===== config.mk =====
export PLATFORM = sky130hd
export DESIGN_NAME = crc16_or_sum16_checksum
export DESIGN_NICKNAME = d
export VERILOG_FILES = /design/src/rtl/crc16s_pkg.sv /design/src/rtl/crc16s_csr.sv /design/src/rtl/crc16s_update.sv /design/src/rtl/crc16_or_sum16_checksum.sv
export SDC_FILE = /design/constraint.sdc
export NUM_CORES = 1
export LEC_CHECK = 0
export ABC_AREA = 1
export BUFFER_PORTS_ARGS = -buffer_cell sky130_fd_sc_hd__buf_4
export CORE_UTILIZATION = 50
export DETAILED_ROUTE_END_ITERATION = 8
export GPL_ROUTABILITY_DRIVEN = 1
export PLACE_DENSITY = 0.73
export SYNTH_ARGS = -nofsm -noshare
export SYNTH_HDL_FRONTEND = slang
export SYNTH_SLANG_ARGS = --single-unit

===== constraint.sdc =====
create_clock -name clock -period 7.3 [get_ports clock]
set_input_delay 0.365 -clock clock [delete_from_list [all_inputs] [get_ports clock]]
set_output_delay 0.365 -clock clock [all_outputs]
set_load 0.01 [all_outputs]

===== src/rtl/crc16s_pkg.sv =====
package crc16s_pkg;

   localparam logic [1:0] KIND_CRC_CREATE = 2'd0;
   localparam logic [1:0] KIND_SUM_CREATE = 2'd1;
   localparam logic [1:0] KIND_CRC_CHECK  = 2'd2;

   localparam logic CSR_KIND = 1'b0;
   localparam logic CSR_POLY = 1'b1;

   localparam logic [1:0]  KIND_RESET = KIND_CRC_CREATE;
   localparam logic [15:0] POLY_RESET = 16'h1021;
   localparam logic [15:0] CHECK_ZERO = 16'h0000;

   typedef struct packed {
      logic [1:0]  kind;
      logic [15:0] poly;
   } cfg_type;

   typedef struct packed {
      logic [15:0] value;
      logic        mismatch;
   } result_type;

   function automatic logic [15:0] crc_fold_byte(input logic [15:0] crc,
                                                 input logic [7:0]  data,
                                                 input logic [15:0] poly);
      logic [15:0] acc;
      acc = crc ^ {data, 8'h00};
      for (int i = 0; i < 8; i++) begin
         if (acc[15]) begin
            acc = {acc[14:0], 1'b0} ^ poly;
         end else begin
            acc = {acc[14:0], 1'b0};
         end
      end
      return acc;
   endfunction

endpackage


===== src/rtl/crc16s_csr.sv =====
module crc16s_csr (
   input  logic                 clock,
   input  logic                 reset,
   input  logic                 csr_valid,
   input  logic                 csr_index,
   input  logic [15:0]          csr_wdata,
   output crc16s_pkg::cfg_type  cfg
);

   crc16s_pkg::cfg_type cfg_ff;
   crc16s_pkg::cfg_type cfg_in;

   always_comb begin
      cfg_in = cfg_ff;
      if (csr_valid) begin
         case (csr_index)
            crc16s_pkg::CSR_KIND: cfg_in.kind = csr_wdata[1:0];
            crc16s_pkg::CSR_POLY: cfg_in.poly = csr_wdata;
            default:              cfg_in = cfg_ff;
         endcase
      end
   end

   always_ff @(posedge clock) begin
      if (reset) begin
         cfg_ff.kind <= crc16s_pkg::KIND_RESET;
         cfg_ff.poly <= crc16s_pkg::POLY_RESET;
      end else begin
         cfg_ff <= cfg_in;
      end
   end

   assign cfg = cfg_ff;

endmodule


===== src/rtl/crc16s_update.sv =====
module crc16s_update (
   input  crc16s_pkg::cfg_type     cfg,
   input  logic [15:0]             running,
   input  logic [7:0]              data_byte,
   input  logic                    last_byte,
   input  logic [15:0]             received_checksum,
   output logic [15:0]             running_next,
   output crc16s_pkg::result_type  result
);

   logic [15:0] folded;

   always_comb begin
      case (cfg.kind)
         crc16s_pkg::KIND_CRC_CREATE,
         crc16s_pkg::KIND_CRC_CHECK:
            folded = crc16s_pkg::crc_fold_byte(running, data_byte, cfg.poly);
         crc16s_pkg::KIND_SUM_CREATE:
            folded = running + {8'h00, data_byte};
         default:
            folded = running;
      endcase
   end

   always_comb begin
      result.value    = crc16s_pkg::CHECK_ZERO;
      result.mismatch = 1'b0;
      case (cfg.kind)
         crc16s_pkg::KIND_CRC_CREATE,
         crc16s_pkg::KIND_SUM_CREATE: begin
            result.value = folded;
         end
         crc16s_pkg::KIND_CRC_CHECK: begin
            result.value    = folded;
            result.mismatch = (folded != received_checksum);
         end
         default: begin
            result.value    = crc16s_pkg::CHECK_ZERO;
            result.mismatch = 1'b0;
         end
      endcase
   end

   assign running_next = last_byte ? crc16s_pkg::CHECK_ZERO : folded;

endmodule


===== src/rtl/crc16_or_sum16_checksum.sv =====
// An accepted last byte goes via the input register to the result register.
// Throughput: one byte per cycle; the 8-bit CRC step is unrolled between the
// input register and the running value / result register.
// A stalled result holds back only a last byte waiting behind it.
// Reset (synchronous) clears the running value, the valid flags and loads
// kind 0 (create CRC16) and polynomial 0x1021.
module crc16_or_sum16_checksum (
   input  logic        clock,
   input  logic        reset,
   input  logic        req_valid,
   output logic        req_stall,
   input  logic [7:0]  req_data_byte,
   input  logic        req_last_byte,
   input  logic [15:0] req_received_checksum,
   output logic        rsp_valid,
   input  logic        rsp_stall,
   output logic [15:0] rsp_checksum_value,
   output logic        rsp_match_status,
   input  logic        csr_valid,
   output logic        csr_ready,
   input  logic        csr_index,
   input  logic [15:0] csr_wdata
);

   crc16s_pkg::cfg_type    cfg;
   crc16s_pkg::result_type result;

   logic        in_valid_ff, in_valid_in;
   logic [7:0]  in_byte_ff;
   logic        in_last_ff;
   logic [15:0] in_received_ff;
   logic [15:0] running_ff, running_in, running_next;
   logic        out_valid_ff, out_valid_in;
   logic [15:0] out_value_ff;
   logic        out_mismatch_ff;
   logic        advance, accept, out_free;

   crc16s_csr u_csr (
      .clock     (clock),
      .reset     (reset),
      .csr_valid (csr_valid),
      .csr_index (csr_index),
      .csr_wdata (csr_wdata),
      .cfg       (cfg)
   );

   crc16s_update u_update (
      .cfg               (cfg),
      .running           (running_ff),
      .data_byte         (in_byte_ff),
      .last_byte         (in_last_ff),
      .received_checksum (in_received_ff),
      .running_next      (running_next),
      .result            (result)
   );

   assign out_free  = !out_valid_ff || !rsp_stall;
   assign advance   = in_valid_ff && (!in_last_ff || out_free);
   assign req_stall = in_valid_ff && !advance;
   assign accept    = req_valid && !req_stall;

   assign in_valid_in  = accept || (in_valid_ff && !advance);
   assign running_in   = advance ? running_next : running_ff;
   assign out_valid_in = (advance && in_last_ff) || (out_valid_ff && rsp_stall);

   always_ff @(posedge clock) begin
      if (reset) begin
         in_valid_ff  <= 1'b0;
         out_valid_ff <= 1'b0;
         running_ff   <= crc16s_pkg::CHECK_ZERO;
      end else begin
         in_valid_ff  <= in_valid_in;
         out_valid_ff <= out_valid_in;
         running_ff   <= running_in;
      end
   end

   always_ff @(posedge clock) begin
      if (accept) begin
         in_byte_ff     <= req_data_byte;
         in_last_ff     <= req_last_byte;
         in_received_ff <= req_received_checksum;
      end
      if (advance && in_last_ff) begin
         out_value_ff    <= result.value;
         out_mismatch_ff <= result.mismatch;
      end
   end

   assign rsp_valid          = out_valid_ff;
   assign rsp_checksum_value = out_value_ff;
   assign rsp_match_status   = out_mismatch_ff;
   assign csr_ready          = 1'b1;

endmodule


# After elaboration in Yosys (flattened, before gate mapping)
# Index checks and enable logic that the tools add are counted.
[word_totals]
reg_bits = 78
latchBits = 0
ram_bits = 0
mem_bits_ro = 0
input_bits = 47
memories = 0
[classes]
addsub = 1
mul = 0
n_div = 0
magnitude_cmp = 0
n_eq_ne = 3
shift = 0
mux = 17
n_bitwise = 10
reduce_logical = 19
[ops]
columns = ["op", "n"]
rows = [
  ["two-way mux 16 bit", 16],
  ["bitwise XOR 16 bit", 9],
  ["case mux 16 bit (2 select lines)", 1],
  ["adder 16 x 8 -> 16 bit", 1],
  ["inequality test 16 bit", 1],
  ["logical AND 1 bit", 5],
  ["logical NOT 1 bit", 5],
  ["logical OR 1 bit", 4],
  ["AND reduction 2 bit", 2],
  ["OR reduction 3 bit", 1],
  ["== test 2 x 1 -> 1 bit (second input constant)", 1],
  ["== test 2 bit (second input constant)", 1],
  ["logical NOT 2 bit", 1],
  ["OR reduction 2 bit", 1],
  ["NOT 1 bit", 1],
]

# Depth between registers and ports, before layout
[logic_depth]
depth_word = 26
ltp_mapped = 37
mapped_depth_nobuf = 35

# Cells and area by module
# From an unflattened synthesis, not the netlist that was laid out.
[unflattened]
hier_cells = 1034
area_unflattened_um2 = 6597.6
[by_module_without_submodules]
columns = ["module", "instances", "cells_per_inst", "area_per_inst_um2"]
rows = [
  ["crc16s_update", 1, 785, 3814.9],
  ["crc16_or_sum16_checksum", 1, 164, 2115.8],
  ["crc16s_csr", 1, 85, 666.9],
]

# Worst setup path before layout
# Ideal clock, no wire load.
[synth_timing]
path_type = "register to register"
start = "reg in_byte_ff[7]"
end = "reg out_mismatch_ff (netlist: rsp_match_status), data pin"
arrival_time_ns = 3.081
t_required_ns = 7.043
setup_slack_ns = 3.962
path_stages_with_launch = 32
path_buffers = 2
synth_period_minus_slack_ns = 3.338
path_cell_list = "edfxtp_1 -> inv_2 -> nand2_1 -> nand2_4 -> nand3_2 -> nand2_4 -> clkinv_1 -> nand2_1 -> xor2_1 -> nand3_1 -> nand2_1 -> nand3_1 -> nand2_1 -> nor2_1 -> nor2_1 -> inv_1 -> nand2_1 -> nand2_1 -> buf_4 -> buf_4 -> nand3_1 -> nand2_1 -> inv_1 -> nand3_1 -> nand3_1 -> nand2_1 -> nand2_1 -> nand2_1 -> nor2_1 -> nand2_1 -> nor2_1 -> a21oi_1"
[synth_between]
elab_chain_len = 25
word_cells_on_any_way = 26
classes_between = "add/sub (1); eq/ne (1); mux (16); bitwise (8)"
[synth_rtl]
columns = ["item", "line", "text"]
rows = [
  ["start: declaration", "crc16_or_sum16_checksum.sv:29", "logic [7:0] in_byte_ff;"],
  ["start signal: assignment", "crc16_or_sum16_checksum.sv:80", "in_byte_ff <= req_data_byte;"],
  ["bitwise XOR 16 bit", "crc16s_pkg.sv:28", "acc = crc ^ {data, 8'h00};"],
  ["two-way mux 16 bit", "crc16s_pkg.sv:30", "if (acc[15]) begin"],
  ["two-way mux 16 bit", "crc16s_update.sv:14", "case (cfg.kind)"],
  ["bitwise XOR 16 bit", "crc16s_pkg.sv:31", "acc = {acc[14:0], 1'b0} ^ poly;"],
  ["two-way mux 16 bit", "crc16s_pkg.sv:30", ""],
  ["two-way mux 16 bit", "crc16s_update.sv:14", ""],
  ["bitwise XOR 16 bit", "crc16s_pkg.sv:31", ""],
  ["two-way mux 16 bit", "crc16s_pkg.sv:30", ""],
  ["(+9 left out)", "--", ""],
  ["two-way mux 16 bit", "crc16s_update.sv:14", ""],
  ["bitwise XOR 16 bit", "crc16s_pkg.sv:31", ""],
  ["two-way mux 16 bit", "crc16s_pkg.sv:30", ""],
  ["two-way mux 16 bit", "crc16s_update.sv:14", ""],
  ["bitwise XOR 16 bit", "crc16s_pkg.sv:31", ""],
  ["two-way mux 16 bit", "crc16s_pkg.sv:30", ""],
  ["case mux 16 bit (2 select lines) (*)", "crc16s_update.sv:14", ""],
  ["inequality test 16 bit (*)", "crc16s_update.sv:35", "result.mismatch = (folded != received_checksum);"],
  ["end signal: assignment", "crc16_or_sum16_checksum.sv:86", "out_mismatch_ff <= result.mismatch;"],
  ["end: declaration", "crc16_or_sum16_checksum.sv:35", "logic out_mismatch_ff;"],
]
# Every way passes the cells marked *; elsewhere a longest branch is shown, timed or not. The select of a mux whose other input is x is not followed.
# A chain may end at the register's enable or synchronous reset.

# Final worst setup path
[layout_timing]
start = "reg u_csr.cfg_ff, in the netlist u_csr.cfg[15]"
end = "reg out_mismatch_ff (netlist: rsp_match_status), data pin"
[layout_between]
elab_chain_len = 24
word_cells_on_any_way = 25
classes_between = "eq/ne (1); mux (16); bitwise (8)"
[layout_rtl]
columns = ["item", "line", "text"]
rows = [
  ["start: declaration", "crc16s_csr.sv:10", "crc16s_pkg::cfg_type cfg_ff;"],
  ["start signal: assignment", "crc16s_csr.sv:29", "cfg_ff <= cfg_in;"],
  ["bitwise XOR 16 bit", "crc16s_pkg.sv:31", ""],
  ["two-way mux 16 bit", "crc16s_pkg.sv:30", ""],
  ["two-way mux 16 bit", "crc16s_update.sv:14", ""],
  ["two-way mux 16 bit", "crc16s_pkg.sv:30", ""],
  ["two-way mux 16 bit", "crc16s_update.sv:14", ""],
  ["bitwise XOR 16 bit", "crc16s_pkg.sv:31", ""],
  ["two-way mux 16 bit", "crc16s_pkg.sv:30", ""],
  ["two-way mux 16 bit", "crc16s_update.sv:14", ""],
  ["(+8 left out)", "--", ""],
  ["two-way mux 16 bit", "crc16s_update.sv:14", ""],
  ["bitwise XOR 16 bit", "crc16s_pkg.sv:31", ""],
  ["two-way mux 16 bit", "crc16s_pkg.sv:30", ""],
  ["two-way mux 16 bit", "crc16s_update.sv:14", ""],
  ["bitwise XOR 16 bit", "crc16s_pkg.sv:31", ""],
  ["two-way mux 16 bit (*)", "crc16s_pkg.sv:30", ""],
  ["case mux 16 bit (2 select lines) (*)", "crc16s_update.sv:14", ""],
  ["inequality test 16 bit (*)", "crc16s_update.sv:35", ""],
]
# Marked as above.

==> results.sh <==
export IMPL_netlist_instances=1005
export IMPL_synth_largest_area_cell="nand2_1"
export IMPL_place_inst=1190
export IMPL_fin_crit_ns=5.964
export IMPL_netlist_area_leader_share_pct=21.07
export IMPL_syn_num_nets=1061
export IMPL_clk_pin_slew_ns=0.07
export IMPL_crit_family="simple AND/OR/NAND/NOR gates"
export IMPL_fin_util_pct=58.06
export IMPL_slew_headroom_pct=27.20
export IMPL_crit_path_top_delay_cell="dfxtp_1"
export IMPL_p_per_area_mw_per_mm2=241.6
export IMPL_skew_ns=0.007821
export IMPL_cts_root_buf="clkbuf_16"
export IMPL_dieHeight_um=114.3
export IMPL_io_buffer_count=65
export IMPL_fillers=1160
export IMPL_rsz0062_at_grt="false"
export IMPL_synth_edf_count=42
export IMPL_grt_use_total_pct=28.82
export IMPL_grt_overflow=0
export IMPL_ys_warn_count=0
export IMPL_cellLeakagePower_nw=3.403
export IMPL_drive_above_1_share_pct=9.634
export IMPL_wire_per_inst_um=14.86
export IMPL_fin_crit_sh_pct=81.70
export IMPL_clk_latency_ns=0.35
export IMPL_grt_pass1_wl_um=28750
export IMPL_path_class="reg2reg"
export IMPL_grt_pass1_vias=5692
export IMPL_clock_path_buffers=2
export IMPL_areaGrowthSynthToFinish_pct=11.94
export IMPL_critPathRequiredTime_ns=7.40
export IMPL_cts_tree="done"
export IMPL_maxCapViolCount=0
export IMPL_drt_initial_drc_count=660
export IMPL_num_vias=6366
export IMPL_instances_no_fill=1206
export IMPL_path_max_fanout=31
export IMPL_max_freq_mhz=167.7
export IMPL_netlist_area_mm2=0.006307
export IMPL_ant_nets=0
export IMPL_synthFlopType="edfxtp_1"
export IMPL_cts_resized=0
export IMPL_drt_wl_total_um=17920
export IMPL_hpwlAfterDp_um=13330
export IMPL_post_cts_setup_buffer_count=0
export IMPL_async_reset_ff_share_pct=0
export IMPL_grt_max_degree=32
export IMPL_yosys_top_cells_area="nand2_1 (21%), edfxtp_1 (20%), nand3_1 (12%)"
export IMPL_gp_congestion=0.9412
export IMPL_final_hold_violation_count=0
export IMPL_slowest_delay_ns=0.81
export IMPL_rows=40
export IMPL_tightestPinTransition_ns=1.088
export IMPL_synth_distinct_cells=35
export IMPL_antenna_found_initial=0
export IMPL_hold_buffers=0
export IMPL_synth_seq_area_share_pct=31.42
export IMPL_core_area_mm2=0.01216
export IMPL_hold_path_class="in2reg"
export IMPL_ios=67
export IMPL_htree_levels=3
export IMPL_cts_buffers=9
export IMPL_diodes=0
export IMPL_run_status="complete, no violations"
export IMPL_setup_violations=0
export IMPL_cts_sinks=78
export IMPL_drc=0
export IMPL_die_w_um=114.3
export IMPL_ir_drop_v=0.0001598
export IMPL_cp_end_kind="flip-flop"
export IMPL_cp_buffers_inverters=1
export IMPL_final_nets=1089
export IMPL_cpMostUsedCell="nand2_1"
export IMPL_die_area_mm2=0.01307
export IMPL_setup_tns_ns=0
export IMPL_maxSlewViolCount=0
export IMPL_start_util_pct=51.86
export IMPL_firstDrtPassIters=5
export IMPL_via_per_inst=5.279
export IMPL_syn_area_per_cell_um2=6.276
export IMPL_cp_arrival_ns=6.06
export IMPL_ys_ff_latch=78
export IMPL_start_kind="flip-flop"
final cells by class:
| class | instances | area [µm²] | area share (%) |
|---|---|---|---|
| timing repair buffer | 67 | 503.0 | 7.124 |
| multi-input combinational | 753 | 3616 | 51.21 |
| inverter | 124 | 465.4 | 6.592 |
| sequential | 78 | 1982 | 28.07 |
| clock buffer | 9 | 225.2 | 3.190 |
| clock inverter | 7 | 58.81 | 0.8329 |
| tap | 168 | 210.2 | 2.977 |
path summary, 6_finish.rpt:
| check | slack (ns) | to | startpoint | cells after the start |
|---|---|---|---|---|
| setup / recovery | 1.34 | rsp_match_status$_SDFFCE_PN0P_ | u_csr.cfg[15]$_SDFFE_PP0P_ | 28 |
| hold / removal | 0.19 | in_last_ff$_DFFE_PP_ | req_last_byte | 1 |
| setup reg to reg | 1.34 | rsp_match_status$_SDFFCE_PN0P_ | u_csr.cfg[15]$_SDFFE_PP0P_ | 28 |
| hold reg to reg | 0.51 | running_ff[14]$_SDFFE_PP0P_ | running_ff[14]$_SDFFE_PP0P_ | 2 |
cell usage in the layout (no fill, tap or decap), types with 2 or more instances in the layout:
master | Yosys | routed
a21o_1 | 3 | 3
a21oi_1 | 37 | 37
a22oi_1 | 5 | 5
buf_4 | 8 | 67
clkbuf_16 | 0 | 9
clkinv_4 | 0 | 3
dfxtp_1 | 36 | 36
edfxtp_1 | 42 | 42
ha_1 | 8 | 8
inv_1 | 121 | 121
inv_2 | 2 | 2
nand2_1 | 354 | 354
nand2_2 | 7 | 7
nand2_4 | 3 | 3
nand3_1 | 154 | 154
nand3b_1 | 13 | 13
nand4_1 | 9 | 9
nor2_1 | 65 | 64
o211ai_1 | 2 | 2
o21ai_0 | 33 | 33
o21ai_1 | 2 | 2
o21bai_1 | 5 | 5
o22ai_1 | 2 | 2
or2_2 | 2 | 2
xnor2_1 | 22 | 22
xor2_1 | 21 | 21
synth_stat cells, types with 2 or more instances:
| master | count |
|---|---|
| edfxtp_1 | 42 |
| clkbuf_1 | 33 |
| xnor2_1 | 22 |
| dfxtp_1 | 36 |
| a21o_1 | 3 |
| inv_2 | 2 |
| a21oi_1 | 37 |
| nand2_2 | 7 |
| nor2_1 | 65 |
| o21ai_1 | 2 |
| buf_4 | 8 |
| buf_2 | 5 |
| buf_6 | 3 |
| nand3b_1 | 13 |
| o21bai_1 | 5 |
| nand3_1 | 154 |
| nand2_1 | 354 |
| nand4_1 | 9 |
| o211ai_1 | 2 |
| xor2_1 | 21 |
| o21ai_0 | 33 |
| o22ai_1 | 2 |
| or2_2 | 2 |
| ha_1 | 8 |
| a22oi_1 | 5 |
| inv_1 | 121 |
| nand2_4 | 3 |
sequential cells by signal, summed over array words and instances (netlist names):
name and cells:
in_byte_ff 8, in_last_ff 1, in_received_ff 16, in_valid_ff 1, rsp_checksum_value 16, rsp_match_status 1
rsp_valid 1, running_ff 16, u_csr.cfg 18
report_power, final:
group          internal (mW)  total (mW)  switching [mW]  leakage (nW)
clock network          0.235       0.427           0.192         0.138
registers              0.504       0.555          0.0508         0.697
logic                  0.242       0.724           0.482          2.57
total                  0.981        1.71           0.725          3.40
cell families (layout without fill, tap and decap cells):
| kind of cell | Yosys count | after routing | synth area share (%) |
|---|---|---|---|
| simple gates | 611 | 611 | 41.66 |
| buf+inv | 174 | 207 | 11.29 |
| compound gates | 89 | 89 | 7.697 |
| flops | 78 | 78 | 31.42 |
| xor+xnor | 43 | 43 | 5.971 |
| fa+ha+maj | 9 | 9 | 1.904 |
| other cells | 1 | 1 | 0.05945 |
layer usage:
metal,part of all wire (%),vias to the layer above,global-route usage [%]
li1,-,3249,-
met2,47,228,48.69
met3,7.3,38,3.282
met4,2.4,0,10.74
met1,43,2851,37.95
met5,0,-,0
metrics by stage:
step,area [µm²],total power [mW],setup WS (ns),hold WS [ns]
3_5_place_dp,6777,1.270,1.549,0.4953
5_1_grt,7061,1.831,0.7490,0.1882
3_3_place_gp,6777,1.258,1.733,0.4950
6_report,7061,1.706,1.336,0.1939
4_1_cts,7061,1.697,1.496,0.1910
2_1_floorplan,6307,1.118,3.962,0.4621
Power figures use the tool's default switching activity.
